$ cat config.mk
export PLATFORM = sky130hd
export DESIGN_NAME = cpos_div
export DESIGN_NICKNAME = d
export VERILOG_FILES = /design/src/hw/rtl/cpos_pkg.sv /design/src/hw/rtl/cpos_div.sv
export SDC_FILE = /design/constraint.sdc
export NUM_CORES = 1
export LEC_CHECK = 0
export ABC_AREA = 1
export CAP_MARGIN = 10
export CORE_AREA = 2 2 114 61
export CTS_CLUSTER_SIZE = 28
export DETAILED_ROUTE_END_ITERATION = 12
export DIE_AREA = 0 0 116 63
export DONT_BUFFER_PORTS = 1
export PLACE_DENSITY_LB_ADDON = 0.08
export SLEW_MARGIN = 5
export SYNTH_ARGS = -nofsm -noshare
export SYNTH_HDL_FRONTEND = slang
export SYNTH_SLANG_ARGS = --single-unit
$ cat constraint.sdc
create_clock -name clk -period 2.5 [get_ports clk]
set_input_delay 0.125 -clock clk [delete_from_list [all_inputs] [get_ports clk]]
set_output_delay 0.125 -clock clk [all_outputs]
set_load 0.03 [all_outputs]
$ cat src/hw/rtl/cpos_pkg.sv
`timescale 1ns / 1ps

package cpos_pkg;

  localparam int OSC_MAX   = 64;
  localparam int IDX_W     = 6;
  localparam int PH_W      = 24;
  localparam int SINE_DEPTH = 1024;
  localparam int SINE_IDX_W = 10;
  localparam int DVD_W     = 47;   // |radian sum| >> 16
  localparam int DVS_W     = 7;    // divisor: 1..64

  // round(2^32 / (2 pi)), turns per radian in Q32
  localparam logic [29:0] INV_TWO_PI = 30'd683565276;
  localparam logic [63:0] TWO_PI_Q30 = 64'd6746518852;

  localparam logic [0:0] CMD_LOAD = 1'b0;
  localparam logic [0:0] CMD_STEP = 1'b1;

  localparam logic [1:0] MODE_ALL  = 2'd0;
  localparam logic [1:0] MODE_NBR  = 2'd1;
  localparam logic [1:0] MODE_DIFF = 2'd2;

  localparam logic [0:0] REG_NUM_OSC = 1'b0;

  typedef logic signed [31:0] sine_lut_t [SINE_DEPTH];

  // Q1.30 sine table from an integer Taylor series, evaluated at elaboration
  function automatic sine_lut_t build_sine();
    sine_lut_t lut;
    logic [63:0] r;
    logic [63:0] x;
    logic [63:0] x2;
    logic [63:0] term;
    logic signed [63:0] s;
    int q;
    for (int t = 0; t < SINE_DEPTH; t++) begin
      q = (t >> 8) & 3;
      r = 64'(t & 255) << 22;
      if ((q & 1) != 0) r = (64'd1 << 30) - r;
      x = (r * TWO_PI_Q30) >> 32;
      x2 = (x * x) >> 30;
      s = signed'(x);
      term = x;
      for (int k = 1; k <= 5; k++) begin
        term = ((term * x2) >> 30) / 64'((2 * k) * (2 * k + 1));
        if ((k & 1) != 0) s = s - signed'(term);
        else s = s + signed'(term);
      end
      if (s < 0) s = 0;
      if (s > (64'sd1 <<< 30)) s = 64'sd1 <<< 30;
      lut[t] = 32'((q >= 2) ? -s : s);
    end
    return lut;
  endfunction

  localparam sine_lut_t SINE_LUT = build_sine();

endpackage

$ cat src/hw/rtl/cpos_div.sv
`timescale 1ns / 1ps

// Restoring divider, one quotient bit per cycle
module cpos_div (
  input  logic                          clk,
  input  logic                          rst_n,
  input  logic                          start,
  input  logic [cpos_pkg::DVD_W-1:0]    dividend,
  input  logic [cpos_pkg::DVS_W-1:0]    divisor,
  output logic                          done,
  output logic [cpos_pkg::DVD_W-1:0]    quotient
);

  localparam int CNT_W = $clog2(cpos_pkg::DVD_W);

  logic                         run_r;
  logic [CNT_W-1:0]             cnt_r;
  logic [cpos_pkg::DVS_W-1:0]   rem_r;
  logic [cpos_pkg::DVS_W-1:0]   rem_nxt;
  logic [cpos_pkg::DVD_W-1:0]   quo_r;
  logic [cpos_pkg::DVS_W:0]     shifted;
  logic                         ge;
  logic                         done_r;

  // shift in next dividend bit and try a subtract
  always_comb begin
    shifted = {rem_r, quo_r[cpos_pkg::DVD_W-1]};
    ge = (shifted >= {1'b0, divisor});
    if (ge) rem_nxt = cpos_pkg::DVS_W'(shifted - {1'b0, divisor});
    else rem_nxt = shifted[cpos_pkg::DVS_W-1:0];
  end

  always_ff @(posedge clk) begin
    if (!rst_n) begin
      run_r  <= 1'b0;
      done_r <= 1'b0;
      cnt_r  <= '0;
    end else begin
      done_r <= 1'b0;
      if (start) begin
        run_r <= 1'b1;
        cnt_r <= '0;
      end else if (run_r) begin
        cnt_r <= cnt_r + 1'b1;
        if (cnt_r == CNT_W'(cpos_pkg::DVD_W - 1)) begin
          run_r  <= 1'b0;
          done_r <= 1'b1;
        end
      end
    end
  end

  always_ff @(posedge clk) begin
    if (start) begin
      rem_r <= '0;
      quo_r <= dividend;
    end else if (run_r) begin
      rem_r <= rem_nxt;
      quo_r <= {quo_r[cpos_pkg::DVD_W-2:0], ge};
    end
  end

  assign done = done_r;
  assign quotient = quo_r;

endmodule

* Yosys cells after proc, flatten, opt, wreduce, memory -nomap -nowiden
Cells that the tools add are included.
** Word-level totals
- Register bits after elaboration :: 62
- Bits of input ports :: 57
- Output and inout bits :: 48
- Logic and storage cells :: 21
** Cells by class
- $add $sub $neg :: 2
- $lt $le $gt $ge :: 1
- Equality and inequality tests :: 1
- Muxes and demuxes :: 7
- Bitwise logic cells :: 2
- Reductions and logical operators :: 3
** Operator list (count)
- $mux 47 :: 2
- $ge 8x7->1 :: 1
- $mux 7 :: 1
- $sub 7x7->7 :: 1
- $add 6x1->6 const B :: 1
- $eq 6x6->1 const B :: 1
- $mux 1 :: 4
- $reduce_or 3->1 :: 1
- $not 1->1 :: 2
- $reduce_bool 2->1 :: 1
- $reduce_or 2->1 :: 1

* Longest topological paths before layout
- Word-level depth :: 4
- Mapped depth :: 12
- Gate-level depth less buffers :: 12

* Worst setup path before layout
No wires, ideal clock.
- Kind :: register to register
- Start point :: register quo_r (netlist bit quotient[46])
- End point :: register rem_r[0] (netlist bit)
- Setup time :: 0.140 ns
- Arrival :: 1.770 ns
- Data required time :: 2.360 ns
- Setup slack :: 0.590 ns
- Stages on the path, launching flop included :: 12
- Path buffers :: 0
- Period minus slack after synthesis :: 1.910 ns
- Path through :: edfxtp_1 > inv_1 > ha_1 > fa_1 > inv_1 > nand2_1 > nand2_1 > nand3_1 > nand3_4 > nand2_1 > nand3_1 > o21ai_2
** On the way
- Word-level cells in the longest chain between the ends :: 2
- Elaborated cells on any way between the ends :: 3
- Classes of those cells :: 1 x add/sub; 1 x order compare; 1 x mux
** Ends and longest elaborated chain
- start: declaration :: line cpos_div.sv:20 : logic [cpos_pkg::DVD_W-1:0] quo_r;
- start signal: assignment :: line cpos_div.sv:56 : quo_r <= dividend;
- start signal: assignment :: line cpos_div.sv:59 : quo_r <= {quo_r[cpos_pkg::DVD_W-2:0], ge};
- $sub 7x7->7 / $ge 8x7->1 (equally long branches) :: line cpos_div.sv:29, cpos_div.sv:28
- $mux 7 * :: line cpos_div.sv:29 : if (ge) rem_nxt = cpos_pkg::DVS_W'(shifted - {1'b0, divisor});
- end signal: assignment :: line cpos_div.sv:58 : rem_r <= rem_nxt;
- end: declaration :: line cpos_div.sv:18 : logic [cpos_pkg::DVS_W-1:0] rem_r;
Every way passes the cells marked *; elsewhere a longest branch is shown, timed or not.
A chain may end at the register's enable or synchronous reset.

* Final worst setup path
- Start point :: register quo_r (netlist bit quotient[46])
- End point :: register quo_r (netlist bit quotient[0]), data pin
** On the way
- Word-level cells in the longest chain between the ends :: 3
** Ends and longest elaborated chain
- $ge 8x7->1 :: line cpos_div.sv:28 : ge = (shifted >= {1'b0, divisor});
- $mux 47 :: line cpos_div.sv:57 : end else if (run_r) begin
- $mux 47 :: line cpos_div.sv:54 : if (start) begin
Every way passes these cells. The select of a mux whose other input is x is not followed.

==> flow_summary.ini <==
[worst_setup_path]
reg2reg_depth = 10
r2r_start = quotient[46]$_DFFE_PP_
required_ns = 2.67
end_kind = flip-flop
crit_end = quotient[0]$_DFFE_PP_
reg2reg_slack_ns = 0.33
cp-start-kind = flip-flop
crit_start = quotient[46]$_DFFE_PP_
crit_fanout = 8
crit_type = reg -> reg
arrival_ns = 2.34
reg2reg_to = quotient[0]$_DFFE_PP_

[cts]
cts_tree = built
post_cts.repair.setup_buffers = 0
insertion_delay_ns = 0.33
cts_made_buffers = 9
clockBufferDepth = 2
ctsHtreeMaxLevel = 3
cts_root_buffer = clkbuf_16
clkTransAtPathRegs_ns = 0.05
cts_sinks = 62

[sta]
tightest_slew_ns = 0.598
fmax_mhz = 461
setup_viol = 0
clock-skew-final_ns = 0.0123
period_share = 0.868
fin_crit_ns = 2.17
hold_viol_final = 0
holdWs_ns = 0.00918
rsz0062_at_grt = no
slew_viol_final = 0
slew_headroom = 0.601
tns_ns = 0

[worst_hold_path]
hp-start = dividend[41]
min_path_type = in -> reg
hold_depth = 2

[finish]
multi_input_area_mm2 = 0.00119
synthToLayoutAreaGrowth_pct = 27.9
n_fill_cell = 540
drive_above_1_share = 0.0704
antennaDiodeCount = 0
seq_area_mm2 = 0.00171
nets = 474

[synthesis]
synth_cell_types = 29
synthTopCellsByCount = 190 x nand2_1, 47 x edfxtp_1, 28 x inv_1
async_reset_ff_frac = 0
synth_flop_cell = edfxtp_1
synth_nets = 427
syn-cell-area_mm2 = 0.00307
synth-edff-count = 47
syn-mean-instance-area_um2 = 8.53
synth.area.top_cells = edfxtp_1 46%, nand2_1 23%, dfxtp_1 9.8%, ha_1 3.7%, inv_1 3.4%
ys.warnings.count = 0
synth-seq-area-share = 0.558
yosys.area.top_type_share = 0.460
yosysTopAreaCell = edfxtp_1
synth_seq_cells = 62
synthMostInstantiatedCell = nand2_1
synth_cells = 360

[global_routing]
grt_pass1_vias = 2383
grt_pass1_wl_um = 11900
grt_max_degree = 50
grt_usage = 0.217
gr-total-overflow = 0
grt_antenna_before_repair = 0

[routing]
wirelength_um = 7420
drc = 0
num_vias = 2466
final_antenna_net_count = 0
drt_first_iter_violations = 198
via_per_inst = 4.89
wl_per_cell_um = 14.7
dr.pass1.iters = 4

[floorplan]
core-area_mm2 = 0.00636
die_h_um = 63
dieArea_mm2 = 0.00731
ios = 105
start_util = 0.483
die_w_um = 116
rows = 21

[power]
seqPwrFrac = 0.473
combPwrFrac = 0.099
leakagePower_nw = 1.83
p_int_mw = 2.25
powerDensity_mw_per_mm2 = 781
switching_share = 0.267
p_sw_uw = 817
pwr-share-clk = 0.428
vdd.ir_drop.worst_mv = 0.456

[place]
gp_congestion = 0.821
dp_hpwl_um = 4830
portBuffers = 0

[run_status]
status = finished, final reports clean

[flow_run]
drv_cap = 0
-- metrics by stage --
stage                     worst slack [ns]  cell area [um^2]  total power [mW]  std cells  utilization
after global placement               0.437              3150              1.70        443        0.495
after global routing                 0.166              3930              3.19        504        0.617
after detailed placement             0.373              3150              1.70        443        0.495
final                                0.331              3930              3.07        504        0.617
after floorplan                      0.590              3070              1.64        360            -
after CTS                            0.212              3920              3.09        504        0.617
-- final cells by class --
| class | instances | share of cell area |
|---|---|---|
| Inverter | 32 | 0.0312 |
| Clock buffer | 11 | 0.0618 |
| Sequential cell | 62 | 0.436 |
| Timing Repair Buffer | 46 | 0.119 |
| Tap cell | 92 | 0.0293 |
| Clock inverter | 5 | 0.0188 |
| Multi-Input combinational cell | 256 | 0.304 |
-- cell usage in the layout, fill, tap and decap left out, types with 2 or more instances in the layout --
| cell | instances |
|---|---|
| o21ai_0 | 4 |
| edfxtp_1 | 47 |
| nor2_1 | 7 |
| nand2_1 | 190 |
| nand3_1 | 14 |
| dfxtp_1 | 15 |
| inv_2 | 3 |
| nor2_2 | 2 |
| inv_1 | 28 |
| dlygate4sd3_1 | 44 |
| ha_1 | 9 |
| clkinv_2 | 2 |
| nand3b_1 | 5 |
| clkbuf_16 | 9 |
| nor3_1 | 2 |
| nand4_1 | 3 |
| a21oi_1 | 6 |
| bufinv_16 | 2 |
| nand3_2 | 2 |
| xor2_1 | 2 |
-- power groups by stage --
stage	clock (mW)	combinational (mW)	sequential, mW
global placement	0	0.229	1.47
floorplan	0	0.198	1.44
global route	1.38	0.349	1.46
detailed placement	0	0.233	1.47
finish	1.31	0.304	1.45
CTS	1.34	0.302	1.45
-- flip-flops by register name, summed over array words and instances (netlist names) --
register  flops
quotient     47
run_r         1
done          1
cnt_r         6
rem_r         7
-- layer usage --
metal	track usage	part of all wire	vias to the layer above
met5	0	0	-
met1	0.329	0.51	1105
li1	-	-	1253
met3	0.0844	0.086	13
met2	0.279	0.38	95
met4	0.0729	0.018	0
-- repair_timing --
item / in CTS / in global routing
hold buffers: 45 / 0
endpoints found under the setup margin: 0 / 1
resized for setup: 0 / 2
endpoints found under the hold margin: 41 / 0
-- critical path, cell delays in order (launching register included) --
cell	delay, ns
edfxtp_1	0.53
inv_1	0.12
ha_1	0.23
fa_1	0.42
inv_1	0.09
nand2_1	0.06
nand2_1	0.08
nand2_1	0.08
nand2_1	0.09
nand2_2	0.13
a31oi_1	0.18
-- how the worst min path moves through the flow --
stage | slack (ns) | end
6_report | 0.009 | quotient[41]$_DFFE_PP_
5_1_grt | 0.005 | quotient[41]$_DFFE_PP_
3_5_place_dp | 0.28 | run_r$_SDFF_PN0_
3_3_place_gp | 0.28 | run_r$_SDFF_PN0_
4_1_cts | 0.0007 | quotient[26]$_DFFE_PP_
2_1_floorplan | 0.27 | run_r$_SDFF_PN0_
-- logic make-up after synthesis --
kind of cell	share of synthesized area
flops	0.558
buf+inv	0.0538
xor+xnor	0.00571
simple gates	0.309
compound gates	0.0306
fa+ha+maj	0.0432
No activity file was read; power rests on OpenSTA's default activity.
